$ cat config.mk
export PLATFORM = sky130hd
export DESIGN_NAME = lru_cache_with_byte_budget_flat
export DESIGN_NICKNAME = d
export VERILOG_FILES = /design/src/rtl/lcb_pkg.sv /design/src/rtl/lcb_if.sv /design/src/rtl/lru_cache_with_byte_budget.sv /design/src/flat_wrapper.sv
export SDC_FILE = /design/constraint.sdc
export NUM_CORES = 2
export LEC_CHECK = 0
export ABC_AREA = 1
export BUFFER_PORTS_ARGS = -buffer_cell sky130_fd_sc_hd__buf_4
export CAP_MARGIN = 20
export CORE_MARGIN = 4
export CORE_UTILIZATION = 50
export CTS_BUF_LIST = sky130_fd_sc_hd__clkbuf_2
export CTS_CLUSTER_DIAMETER = 60
export CTS_CLUSTER_SIZE = 8
export DETAILED_ROUTE_END_ITERATION = 10
export PLACE_DENSITY = 0.65
export SYNTH_ARGS = -nofsm -noshare
export SYNTH_HDL_FRONTEND = slang
export SYNTH_SLANG_ARGS = --single-unit
$ cat constraint.sdc
create_clock -name clk -period 15 [get_ports clk]
set_clock_uncertainty 0.05 [all_clocks]
set_input_delay 1.5 -clock clk [delete_from_list [all_inputs] [get_ports clk]]
set_output_delay 1.5 -clock clk [all_outputs]
set_load 0.02 [all_outputs]
$ cat src/rtl/lcb_pkg.sv
`timescale 1ns / 1ps
`default_nettype none
// ----------------------------------------------------------------------------
// lcb_pkg
// Shared types and codes of the LRU cache with byte budget.
// ----------------------------------------------------------------------------
package lcb_pkg;

  typedef enum logic [1:0] {
    OP_GET        = 2'd0,
    OP_PUT        = 2'd1,
    OP_INVALIDATE = 2'd2,
    OP_CLEAR      = 2'd3
  } lcb_op_t;

  typedef enum logic [2:0] {
    STAT_MISS        = 3'd0,
    STAT_HIT         = 3'd1,
    STAT_STALE       = 3'd2,
    STAT_STORED      = 3'd3,
    STAT_REJECTED    = 3'd4,
    STAT_INVALIDATED = 3'd5,
    STAT_CLEARED     = 3'd6
  } lcb_status_t;

  typedef enum logic [3:0] {
    S_IDLE,
    S_SEARCH,
    S_PROMOTE,
    S_REMOVE,
    S_ECHECK,
    S_EVICT,
    S_INSERT,
    S_WRITE,
    S_OUT
  } lcb_state_t;

  localparam logic [1:0] CFG_MAX_ENTRIES     = 2'd0;
  localparam logic [1:0] CFG_MAX_TOTAL_BYTES = 2'd1;
  localparam logic [1:0] CFG_MAX_FILE_SIZE   = 2'd2;

  localparam logic [4:0]  RST_MAX_ENTRIES     = 5'd16;
  localparam logic [39:0] RST_MAX_TOTAL_BYTES = 40'd16777216;
  localparam logic [31:0] RST_MAX_FILE_SIZE   = 32'd1048576;

endpackage
`default_nettype wire

$ cat src/rtl/lcb_if.sv
`timescale 1ns / 1ps
`default_nettype none
// ----------------------------------------------------------------------------
// lcb_if
// Request and result channels of the LRU cache with byte budget.
// ----------------------------------------------------------------------------
interface lcb_in_if;
  logic        valid;
  logic        ready;
  logic [1:0]  opcode;
  logic [63:0] key_tag;
  logic [39:0] mod_time;
  logic [31:0] file_size;

  modport source (output valid, opcode, key_tag, mod_time, file_size, input ready);
  modport sink (input valid, opcode, key_tag, mod_time, file_size, output ready);
endinterface

interface lcb_out_if;
  logic        valid;
  logic        ready;
  logic [2:0]  status;
  logic [3:0]  slot;
  logic [4:0]  evicted_count;
  logic [4:0]  entries_in_use;
  logic [39:0] bytes_in_use;

  modport source (output valid, status, slot, evicted_count, entries_in_use,
                  bytes_in_use, input ready);
  modport sink (input valid, status, slot, evicted_count, entries_in_use,
                bytes_in_use, output ready);
endinterface
`default_nettype wire

$ cat src/rtl/lru_cache_with_byte_budget.sv
`timescale 1ns / 1ps
`default_nettype none
// ----------------------------------------------------------------------------
// lru_cache_with_byte_budget
// Fully associative metadata cache with LRU replacement under an entry
// limit and a byte budget.
// ----------------------------------------------------------------------------
// Usage: one request beat enters on in_bus (get, put, invalidate or clear)
// and exactly one result beat leaves on out_bus. The three limits are to be
// written through the APB-style cfg_ port only while the block is idle; the
// block itself does not enforce this. The block works on one request at a
// time. Entry records (key, time, size, recency rank) live in one
// synchronous memory; most steps are sweeps over that memory, whose single
// read port delivers one entry per cycle. A get or invalidate that finds
// its key takes two sweeps, and a miss or a rejected put takes one; a
// stored put takes a search sweep, an optional removal sweep, one sweep plus
// one check state per evicted entry, one more check state and an insert
// sweep plus a write state. A clear has its result ready the cycle after it
// is accepted.
// Reset clears the valid bits and counters and loads the reset limits at
// once; no clearing pass is needed. The result sits in an output register
// until taken; while the receiver stalls, no new request is accepted.
// ----------------------------------------------------------------------------
module lru_cache_with_byte_budget
  import lcb_pkg::*;
#(
  parameter int ENTRIES = 16
) (
  input  wire logic        clk,
  input  wire logic        rst_n,
  lcb_in_if.sink           in_bus,
  lcb_out_if.source        out_bus,
  input  wire logic        cfg_psel,
  input  wire logic        cfg_penable,
  input  wire logic        cfg_pwrite,
  input  wire logic [4:0]  cfg_paddr,
  input  wire logic [63:0] cfg_pwdata,
  output logic [63:0]      cfg_prdata,
  output logic             cfg_pready
);

  localparam int RW = (ENTRIES > 1) ? $clog2(ENTRIES) : 1;
  localparam int CW = $clog2(ENTRIES + 1);
  localparam int LW = (CW > 5) ? CW : 5;

  typedef struct packed {
    logic [63:0]   key;
    logic [39:0]   mtime;
    logic [31:0]   nbytes;
    logic [RW-1:0] rank;
  } ent_t;

  // Configuration registers.
  logic [4:0]  max_entries_r;
  logic [39:0] max_total_bytes_r;
  logic [31:0] max_file_size_r;
  logic        cfg_wr;

  assign cfg_pready = 1'b1;
  assign cfg_wr     = cfg_psel && cfg_penable && cfg_pwrite;

  always_ff @(posedge clk) begin
    if (!rst_n) begin
      max_entries_r     <= RST_MAX_ENTRIES;
      max_total_bytes_r <= RST_MAX_TOTAL_BYTES;
      max_file_size_r   <= RST_MAX_FILE_SIZE;
    end else if (cfg_wr) begin
      case (cfg_paddr[4:3])
        CFG_MAX_ENTRIES:     max_entries_r     <= cfg_pwdata[4:0];
        CFG_MAX_TOTAL_BYTES: max_total_bytes_r <= cfg_pwdata[39:0];
        CFG_MAX_FILE_SIZE:   max_file_size_r   <= cfg_pwdata[31:0];
        default: ;
      endcase
    end
  end

  always_comb begin
    case (cfg_paddr[4:3])
      CFG_MAX_ENTRIES:     cfg_prdata = 64'(max_entries_r);
      CFG_MAX_TOTAL_BYTES: cfg_prdata = 64'(max_total_bytes_r);
      CFG_MAX_FILE_SIZE:   cfg_prdata = 64'(max_file_size_r);
      default:             cfg_prdata = '0;
    endcase
  end

  // Control and request state.
  lcb_state_t        state_r, state_nxt;
  lcb_status_t       stat_r, stat_nxt;
  lcb_op_t           op_r;
  logic [63:0]       key_r;
  logic [39:0]       time_r;
  logic [31:0]       size_r;
  logic [ENTRIES-1:0] valid_r;
  logic [CW-1:0]     count_r;
  logic [39:0]       sum_r;
  logic [CW-1:0]     evict_cnt_r;

  // Sweep sequencer: idx_r issues reads, pv_r/pidx_r mark returning data.
  logic [CW-1:0]     idx_r;
  logic              pv_r;
  logic [RW-1:0]     pidx_r;
  logic              sweep_end;
  logic              in_sweep;

  // Search and sweep results.
  logic              found_r;
  logic              tok_r;
  logic [RW-1:0]     slot_r;
  logic [RW-1:0]     srank_r;
  logic [31:0]       sbytes_r;
  logic              got_r;
  logic              free_found_r;
  logic [RW-1:0]     free_r;

  // Entry memory.
  ent_t              mem [ENTRIES];
  ent_t              rd_data_r;
  logic              wr_en;
  logic [RW-1:0]     wr_addr;
  ent_t              wr_data;

  always_ff @(posedge clk) begin
    if (wr_en) begin
      mem[wr_addr] <= wr_data;
    end
    rd_data_r <= mem[idx_r[RW-1:0]];
  end

  logic          in_acc;
  logic          out_acc;
  logic          cur_v;
  logic          hit_now;
  logic          f_all;
  logic          tok_all;
  logic [LW-1:0] limit;
  logic          need_evict;
  logic [40:0]   sum_plus;
  logic          evict_hit;

  assign in_acc   = in_bus.valid && in_bus.ready;
  assign out_acc  = out_bus.valid && out_bus.ready;
  assign in_sweep = (state_r == S_SEARCH) || (state_r == S_PROMOTE) ||
                    (state_r == S_REMOVE) || (state_r == S_EVICT) ||
                    (state_r == S_INSERT);
  assign sweep_end = pv_r && (pidx_r == RW'(ENTRIES - 1));
  assign cur_v     = valid_r[pidx_r];
  assign hit_now   = (state_r == S_SEARCH) && pv_r && cur_v && !found_r &&
                     (rd_data_r.key == key_r);
  assign f_all     = found_r || hit_now;
  assign tok_all   = found_r ? tok_r : (rd_data_r.mtime == time_r);
  assign evict_hit = (state_r == S_EVICT) && pv_r && cur_v && !got_r &&
                     (rd_data_r.rank == RW'(count_r - CW'(1)));

  // The count limit saturates at the number of slots.
  assign limit = (LW'(max_entries_r) > LW'(ENTRIES)) ? LW'(ENTRIES) : LW'(max_entries_r);
  assign sum_plus   = {1'b0, sum_r} + 41'(size_r);
  assign need_evict = (count_r != '0) &&
                      ((LW'(count_r) >= limit) || (sum_plus > 41'(max_total_bytes_r)));

  // Rank updates write back the entry just read; the new item is written
  // in its own write state after the insert sweep.
  always_comb begin
    wr_en   = 1'b0;
    wr_addr = pidx_r;
    wr_data = rd_data_r;
    case (state_r)
      S_PROMOTE: begin
        if (pv_r && pidx_r == slot_r) begin
          wr_en        = 1'b1;
          wr_data.rank = '0;
        end else if (pv_r && cur_v && rd_data_r.rank < srank_r) begin
          wr_en        = 1'b1;
          wr_data.rank = rd_data_r.rank + RW'(1);
        end
      end
      S_REMOVE: begin
        if (pv_r && cur_v && rd_data_r.rank > srank_r) begin
          wr_en        = 1'b1;
          wr_data.rank = rd_data_r.rank - RW'(1);
        end
      end
      S_INSERT: begin
        if (pv_r && cur_v) begin
          wr_en        = 1'b1;
          wr_data.rank = rd_data_r.rank + RW'(1);
        end
      end
      S_WRITE: begin
        wr_en          = 1'b1;
        wr_addr        = free_r;
        wr_data.key    = key_r;
        wr_data.mtime  = time_r;
        wr_data.nbytes = size_r;
        wr_data.rank   = '0;
      end
      default: ;
    endcase
  end

  // Next state and result status.
  always_comb begin
    state_nxt = state_r;
    stat_nxt  = stat_r;
    case (state_r)
      S_IDLE: begin
        if (in_acc) begin
          if (lcb_op_t'(in_bus.opcode) == OP_CLEAR) begin
            state_nxt = S_OUT;
            stat_nxt  = STAT_CLEARED;
          end else begin
            state_nxt = S_SEARCH;
          end
        end
      end
      S_SEARCH: begin
        if (sweep_end) begin
          case (op_r)
            OP_GET: begin
              if (!f_all) begin
                state_nxt = S_OUT;
                stat_nxt  = STAT_MISS;
              end else if (tok_all) begin
                state_nxt = S_PROMOTE;
                stat_nxt  = STAT_HIT;
              end else begin
                state_nxt = S_REMOVE;
                stat_nxt  = STAT_STALE;
              end
            end
            OP_PUT: begin
              if (size_r > max_file_size_r) begin
                state_nxt = S_OUT;
                stat_nxt  = STAT_REJECTED;
              end else begin
                state_nxt = f_all ? S_REMOVE : S_ECHECK;
                stat_nxt  = STAT_STORED;
              end
            end
            default: begin
              state_nxt = f_all ? S_REMOVE : S_OUT;
              stat_nxt  = f_all ? STAT_INVALIDATED : STAT_MISS;
            end
          endcase
        end
      end
      S_PROMOTE: if (sweep_end) state_nxt = S_OUT;
      S_REMOVE:  if (sweep_end) state_nxt = (op_r == OP_PUT) ? S_ECHECK : S_OUT;
      S_ECHECK:  state_nxt = need_evict ? S_EVICT : S_INSERT;
      S_EVICT:   if (sweep_end) state_nxt = S_ECHECK;
      S_INSERT:  if (sweep_end) state_nxt = S_WRITE;
      S_WRITE:   state_nxt = S_OUT;
      S_OUT:     if (out_acc) state_nxt = S_IDLE;
      default:   state_nxt = S_IDLE;
    endcase
  end

  always_ff @(posedge clk) begin
    if (!rst_n) begin
      state_r <= S_IDLE;
      stat_r  <= STAT_MISS;
    end else begin
      state_r <= state_nxt;
      stat_r  <= stat_nxt;
    end
  end

  // Sweep sequencer.
  always_ff @(posedge clk) begin
    if (!rst_n) begin
      idx_r <= '0;
      pv_r  <= 1'b0;
    end else if (in_sweep && state_nxt == state_r) begin
      pv_r <= (idx_r < CW'(ENTRIES));
      if (idx_r < CW'(ENTRIES)) begin
        idx_r <= idx_r + CW'(1);
      end
    end else begin
      idx_r <= '0;
      pv_r  <= 1'b0;
    end
  end

  always_ff @(posedge clk) begin
    pidx_r <= idx_r[RW-1:0];
  end

  // Valid bits, occupancy and byte total.
  always_ff @(posedge clk) begin
    if (!rst_n) begin
      valid_r     <= '0;
      count_r     <= '0;
      sum_r       <= '0;
      evict_cnt_r <= '0;
    end else begin
      case (state_r)
        S_IDLE: begin
          if (in_acc) begin
            evict_cnt_r <= '0;
            if (lcb_op_t'(in_bus.opcode) == OP_CLEAR) begin
              valid_r <= '0;
              count_r <= '0;
              sum_r   <= '0;
            end
          end
        end
        S_REMOVE: begin
          if (sweep_end) begin
            valid_r[slot_r] <= 1'b0;
            count_r         <= count_r - CW'(1);
            sum_r           <= sum_r - 40'(sbytes_r);
          end
        end
        S_EVICT: begin
          if (evict_hit) begin
            valid_r[pidx_r] <= 1'b0;
            count_r         <= count_r - CW'(1);
            sum_r           <= sum_r - 40'(rd_data_r.nbytes);
            evict_cnt_r     <= evict_cnt_r + CW'(1);
          end
        end
        S_WRITE: begin
          valid_r[free_r] <= 1'b1;
          count_r         <= count_r + CW'(1);
          sum_r           <= sum_plus[39:0];
        end
        default: ;
      endcase
    end
  end

  // Request payload and sweep results.
  always_ff @(posedge clk) begin
    if (state_r == S_IDLE && in_acc) begin
      op_r         <= lcb_op_t'(in_bus.opcode);
      key_r        <= in_bus.key_tag;
      time_r       <= in_bus.mod_time;
      size_r       <= in_bus.file_size;
      found_r      <= 1'b0;
      free_found_r <= 1'b0;
      free_r       <= '0;
    end
    if (hit_now) begin
      found_r  <= 1'b1;
      tok_r    <= (rd_data_r.mtime == time_r);
      slot_r   <= pidx_r;
      srank_r  <= rd_data_r.rank;
      sbytes_r <= rd_data_r.nbytes;
    end
    if (state_r == S_ECHECK) begin
      got_r <= 1'b0;
    end else if (evict_hit) begin
      got_r <= 1'b1;
    end
    if (state_r == S_INSERT && pv_r && !cur_v && !free_found_r) begin
      free_found_r <= 1'b1;
      free_r       <= pidx_r;
    end
  end

  // Handshake and result beat.
  assign in_bus.ready          = (state_r == S_IDLE);
  assign out_bus.valid         = (state_r == S_OUT);
  assign out_bus.status        = stat_r;
  assign out_bus.slot          = (stat_r == STAT_HIT)    ? 4'(slot_r) :
                                 (stat_r == STAT_STORED) ? 4'(free_r) : 4'd0;
  assign out_bus.evicted_count = 5'(evict_cnt_r);
  assign out_bus.entries_in_use = 5'(count_r);
  assign out_bus.bytes_in_use  = sum_r;

endmodule
`default_nettype wire

$ cat src/flat_wrapper.sv
// flat-port wrapper written by rule: the top's interface ports become plain ports
module lru_cache_with_byte_budget_flat import lcb_pkg::*;
#(
  parameter int ENTRIES = 16
)
  (clk, rst_n, cfg_psel, cfg_penable, cfg_pwrite, cfg_paddr, cfg_pwdata, cfg_prdata, cfg_pready, in_bus_valid, in_bus_opcode, in_bus_key_tag, in_bus_mod_time, in_bus_file_size, in_bus_ready, out_bus_valid, out_bus_status, out_bus_slot, out_bus_evicted_count, out_bus_entries_in_use, out_bus_bytes_in_use, out_bus_ready);
  lcb_in_if in_bus_i ();
  lcb_out_if out_bus_i ();
  input  wire logic clk;
  input  wire logic rst_n;
  input  wire logic cfg_psel;
  input  wire logic cfg_penable;
  input  wire logic cfg_pwrite;
  input  wire logic [4:0] cfg_paddr;
  input  wire logic [63:0] cfg_pwdata;
  output logic [63:0] cfg_prdata;
  output logic cfg_pready;
  input wire logic [$bits(in_bus_i.valid)-1:0] in_bus_valid;
  input wire logic [$bits(in_bus_i.opcode)-1:0] in_bus_opcode;
  input wire logic [$bits(in_bus_i.key_tag)-1:0] in_bus_key_tag;
  input wire logic [$bits(in_bus_i.mod_time)-1:0] in_bus_mod_time;
  input wire logic [$bits(in_bus_i.file_size)-1:0] in_bus_file_size;
  output wire logic [$bits(in_bus_i.ready)-1:0] in_bus_ready;
  output wire logic [$bits(out_bus_i.valid)-1:0] out_bus_valid;
  output wire logic [$bits(out_bus_i.status)-1:0] out_bus_status;
  output wire logic [$bits(out_bus_i.slot)-1:0] out_bus_slot;
  output wire logic [$bits(out_bus_i.evicted_count)-1:0] out_bus_evicted_count;
  output wire logic [$bits(out_bus_i.entries_in_use)-1:0] out_bus_entries_in_use;
  output wire logic [$bits(out_bus_i.bytes_in_use)-1:0] out_bus_bytes_in_use;
  input wire logic [$bits(out_bus_i.ready)-1:0] out_bus_ready;
  assign in_bus_i.valid = in_bus_valid;
  assign in_bus_i.opcode = in_bus_opcode;
  assign in_bus_i.key_tag = in_bus_key_tag;
  assign in_bus_i.mod_time = in_bus_mod_time;
  assign in_bus_i.file_size = in_bus_file_size;
  assign in_bus_ready = in_bus_i.ready;
  assign out_bus_valid = out_bus_i.valid;
  assign out_bus_status = out_bus_i.status;
  assign out_bus_slot = out_bus_i.slot;
  assign out_bus_evicted_count = out_bus_i.evicted_count;
  assign out_bus_entries_in_use = out_bus_i.entries_in_use;
  assign out_bus_bytes_in_use = out_bus_i.bytes_in_use;
  assign out_bus_i.ready = out_bus_ready;
  lru_cache_with_byte_budget #(.ENTRIES(ENTRIES)) u_core (.clk(clk), .rst_n(rst_n), .in_bus(in_bus_i), .out_bus(out_bus_i), .cfg_psel(cfg_psel), .cfg_penable(cfg_penable), .cfg_pwrite(cfg_pwrite), .cfg_paddr(cfg_paddr), .cfg_pwdata(cfg_pwdata), .cfg_prdata(cfg_prdata), .cfg_pready(cfg_pready));
endmodule
==> impl_results.md <==
* Aggregate negative setup slack at 0 ns
* GPL Wtd Cong at 0.927
* Number of antenna violations at the first check in global routing at 3
* Mapped Cells at 9,495
* Placement row count at 173
* Number of vias per cell after detailed routing at 5.95
* CTS root buffer: sky130_fd_sc_hd__clkbuf_2
* Crit-path slowest cell: sky130_fd_sc_hd__nor2_4
* Fraction of power consumed by sequential logic at 0.623
* Number of distinct library cell variants in the gate-level netlist after synthesis at 66
* Height of the die at 483 microns
* Crit-path cells: nand2_1, nor2_4, buf_4, inv_6, o21ai_0, nand3_2, nor2_4, buf_4, buf_4
* Power per Cell Area at 110 mW/mm^2
* Iter 0 DRT Violations at 8,147
* Number of flip-flops and latches in the synthesized netlist at 2,726
* Yosys warning count at 0
* Clock transition at the register clock pins on the worst setup and hold paths after CTS at 0.18 ns
* Initial Util at 0.505
* Net switching power of the design at 3.58 mW
* Post-layout minimum cycle time at 6.34 ns
* Cell occurring most often along the worst timing path: sky130_fd_sc_hd__buf_4
* Actual slew at the worst max-slew pin at 1.26 ns
* TritonCTS clock tree: yes
* Pin count of the biggest net entering global routing at 234
* Final period utilization at 0.423
* Overall Global Routing Usage at 0.269
* I/O Buffers at 285
* Crit path max fanout at 89
* Proportion of layout cells with a drive suffix above 1 at 0.119
* First-pass GRT wire length at 473,000 microns
* Final setup violation count at 0
* Std-Cell Core Area at 0.223 sq mm
* Sink Count at 2,726
* Slew Viols, Final at 0
* Detailed-route wire length per cell at 24.3 microns
* Chip Width at 483 microns
* Area used by multi-input combinational logic at 0.0300 sq mm
* Worst setup slack for register-to-register paths at 8.66 ns
* Post-DP HPWL at 173,000 microns
* Post-Syn Area at 0.113 sq mm
* Worst voltage drop across the vdd grid at 91.7 uV
* Via count of the first global-routing pass at 75.0k
* H-Tree Depth at 5
* Switching fraction of total power at 0.263
* Drt total wl at 323,000 microns
* Source-to-sink clock delay at the later pin of the worst-skew pair at 2.04 ns
* Number of endpoints with negative hold slack in the final report at 0
* Global route overflow at 0
* Detailed-routing iteration count for the pre-antenna-repair pass at 6
* Async SR Flop Fraction at 0
* Class of the worst hold path: in -> reg
* CP Data Arrival Time at 7.78 ns
* Worst Setup End Kind: flop
* Die Footprint at 0.233 sq mm
* Category of the worst setup path launch point: flop
* Post-detailed-route count of antenna-violating nets at 0
* Result of the run: finished, final reports clean
* Number of buffers on the longest clock path at 4
* Number of buffers created by CTS at 396
* DRC violation count after routing at 0
* Crit path kind: reg -> reg
* Top-level I/O count at 338
* Leak at 43.8 nW
* Vias after detailed routing at 79.0k
* Worst hold slack at 0.239 ns
* Clk pwr share at 0.279
* Most used flip-flop cell after synthesis: sky130_fd_sc_hd__edfxtp_1
* Sequential cell area in the final layout at 0.0788 sq mm
* Critical Path Max Stage Delay at 0.95 ns
* Worst Path Required at 16.44 ns
* Fin nets at 10.4k
* Max-cap violations at 0
* Int Pwr at 10.0 mW
* Worst-case headroom to the max-slew limit at 0.162
* Fill count at 18.6k
* Max Clock Freq at 158 MHz
* Per-instance average area after synthesis at 11.9 sq um
* Post-synthesis sequential area ratio at 0.700
* Number of flops mapped to enable cells by yosys at 2,423
* Combinational power share at 0.098
* Setup repair after global routing missed its margin: no
* Growth of design area from synthesis to finish at 9.89%
-- layer usage --
metal / wire length, microns / vias up / GRT usage
met5: 13 / - / 0
met4: 11800 / 2 / 0.100
met3: 26200 / 670 / 0.0368
met2: 150000 / 3668 / 0.429
met1: 135000 / 38900 / 0.378
li1: - / 35800 / -
-- area by class of cell --
cell class                 count  share of cell area
timing repair buffer         691              0.0481
clock inverter                18             0.00206
sequential                  2726               0.637
multi-input combinational   5766               0.242
inverter                     431              0.0133
clock buffer                 660              0.0267
tap                         2975              0.0301
antenna                       12            0.000243
-- sequential cells by signal, summed over array words and instances, names as in the netlist, 4 cells and up --
signal,cells
u_core.mem,2240
u_core.rd_data_r,140
u_core.key_r,64
u_core.max_total_bytes_r,40
u_core.out_bus.bytes_in_use,40
u_core.time_r,40
u_core.max_file_size_r,32
u_core.sbytes_r,32
u_core.size_r,32
u_core.valid_r,16
u_core.idx_r,5
u_core.max_entries_r,5
u_core.out_bus.entries_in_use,5
u_core.out_bus.evicted_count,5
u_core.free_r,4
u_core.pidx_r,4
u_core.slot_r,4
u_core.srank_r,4
u_core.state_r,4
-- through the flow --
stage | instances | worst slack (ns) | instance area (sq um) | util | power [mW]
2_1_floorplan | 9518 | 6.17 | 113000 | - | 9.43
3_3_place_gp | 12300 | 8.80 | 118000 | 0.527 | 9.88
3_5_place_dp | 12300 | 8.72 | 118000 | 0.527 | 9.90
4_1_cts | 13300 | 8.70 | 124000 | 0.554 | 13.7
5_1_grt | 13300 | 8.53 | 124000 | 0.554 | 14.2
6_report | 13300 | 8.66 | 124000 | 0.554 | 13.6
-- power by group through the flow --
stage / clock network (mW) / registers [mW] / logic (mW)
after floorplan: 0 / 8.60 / 0.830
after global placement: 0 / 8.63 / 1.25
after detailed placement: 0 / 8.63 / 1.27
after CTS: 3.88 / 8.46 / 1.32
after global routing: 4.21 / 8.48 / 1.48
final: 3.79 / 8.47 / 1.34
-- worst max-delay path, delay by kind of cell (launching register included) --
family	cells	cell delay, ns
compound gates	1	0.75
simple gates	4	1.63
buf+inv	4	2.85
flops	1	0.56
-- synthesized netlist by cell type (9+ instances only) --
master | n | share of area
sky130_fd_sc_hd__nand2_1 | 920 | 0.031
sky130_fd_sc_hd__a21o_1 | 18 | 0.0012
sky130_fd_sc_hd__o221ai_1 | 273 | 0.021
sky130_fd_sc_hd__xnor2_1 | 56 | 0.0044
sky130_fd_sc_hd__or2_2 | 24 | 0.0013
sky130_fd_sc_hd__o21a_1 | 10 | 0.00067
sky130_fd_sc_hd__nor4_1 | 16 | 0.00089
sky130_fd_sc_hd__a211oi_1 | 10 | 0.00067
sky130_fd_sc_hd__clkbuf_1 | 514 | 0.017
sky130_fd_sc_hd__ha_1 | 151 | 0.017
sky130_fd_sc_hd__o211a_1 | 9 | 0.00080
sky130_fd_sc_hd__mux2i_1 | 45 | 0.0040
sky130_fd_sc_hd__inv_2 | 12 | 0.00040
sky130_fd_sc_hd__buf_2 | 17 | 0.00076
sky130_fd_sc_hd__nor2_1 | 1535 | 0.051
sky130_fd_sc_hd__nand3_1 | 185 | 0.0082
sky130_fd_sc_hd__dfxtp_1 | 303 | 0.054
sky130_fd_sc_hd__a21oi_1 | 258 | 0.011
sky130_fd_sc_hd__o31ai_1 | 9 | 0.00060
sky130_fd_sc_hd__edfxtp_1 | 2423 | 0.65
sky130_fd_sc_hd__inv_1 | 418 | 0.014
sky130_fd_sc_hd__a31oi_1 | 24 | 0.0013
sky130_fd_sc_hd__o211ai_1 | 95 | 0.0063
sky130_fd_sc_hd__xor2_1 | 43 | 0.0033
sky130_fd_sc_hd__nor3_1 | 34 | 0.0015
sky130_fd_sc_hd__o21ai_0 | 1511 | 0.067
sky130_fd_sc_hd__buf_1 | 29 | 0.00097
sky130_fd_sc_hd__nand4_1 | 43 | 0.0024
sky130_fd_sc_hd__o22ai_1 | 371 | 0.021
sky130_fd_sc_hd__buf_4 | 30 | 0.0020
-- what timing repair did --
action | 4_1_cts | 5_1_grt
hold endpoints to repair | 258 | 0
buffers inserted | 0 | 0
gates resized for setup | 0 | 0
hold buffers | 237 | 0
-- worst paths after layout --
check	to	from	cells after the start
hold / removal	u_core.max_file_size_r[20]	cfg_penable	5
setup / recovery	u_core.mem[5][105]	u_core.state_r[0]	9
setup reg to reg	u_core.mem[5][105]	u_core.state_r[0]	9
hold reg to reg	u_core.sbytes_r[29]	u_core.rd_data_r[33]	0
-- cell usage in the layout (no fill, tap or decap), types with 14 or more instances in the layout --
cell                               n
sky130_fd_sc_hd__edfxtp_1       2423
sky130_fd_sc_hd__nor2_1         1517
sky130_fd_sc_hd__o21ai_0        1501
sky130_fd_sc_hd__nand2_1         919
sky130_fd_sc_hd__clkbuf_2        660
sky130_fd_sc_hd__buf_4           437
sky130_fd_sc_hd__inv_1           414
sky130_fd_sc_hd__o22ai_1         371
sky130_fd_sc_hd__dfxtp_1         299
sky130_fd_sc_hd__o221ai_1        273
sky130_fd_sc_hd__a21oi_1         258
sky130_fd_sc_hd__dlygate4sd3_1   237
sky130_fd_sc_hd__nand3_1         185
sky130_fd_sc_hd__ha_1            151
sky130_fd_sc_hd__o211ai_1         95
sky130_fd_sc_hd__xnor2_1          56
sky130_fd_sc_hd__mux2i_1          45
sky130_fd_sc_hd__xor2_1           43
sky130_fd_sc_hd__nand4_1          43
sky130_fd_sc_hd__nor3_1           34
sky130_fd_sc_hd__conb_1           25
sky130_fd_sc_hd__a31oi_1          24
sky130_fd_sc_hd__or2_2            24
sky130_fd_sc_hd__nor2_4           19
sky130_fd_sc_hd__a21o_1           18
sky130_fd_sc_hd__o21ai_1          18
sky130_fd_sc_hd__nor4_1           16
sky130_fd_sc_hd__buf_12           14
-- kinds of logic after synthesis --
family | count (synthesis) | synth area share
other | 2 | 0.0000667
buffers and inverters | 1026 | 0.0357
adders and majority gates | 153 | 0.0171
and+or+nand+nor | 2796 | 0.0990
DFF | 2726 | 0.700
xor gates and xnor gates | 99 | 0.00770
AOI/OAI and AO/OA | 2648 | 0.136
muxes | 45 | 0.00400
(Power assumes the default switching activity.)
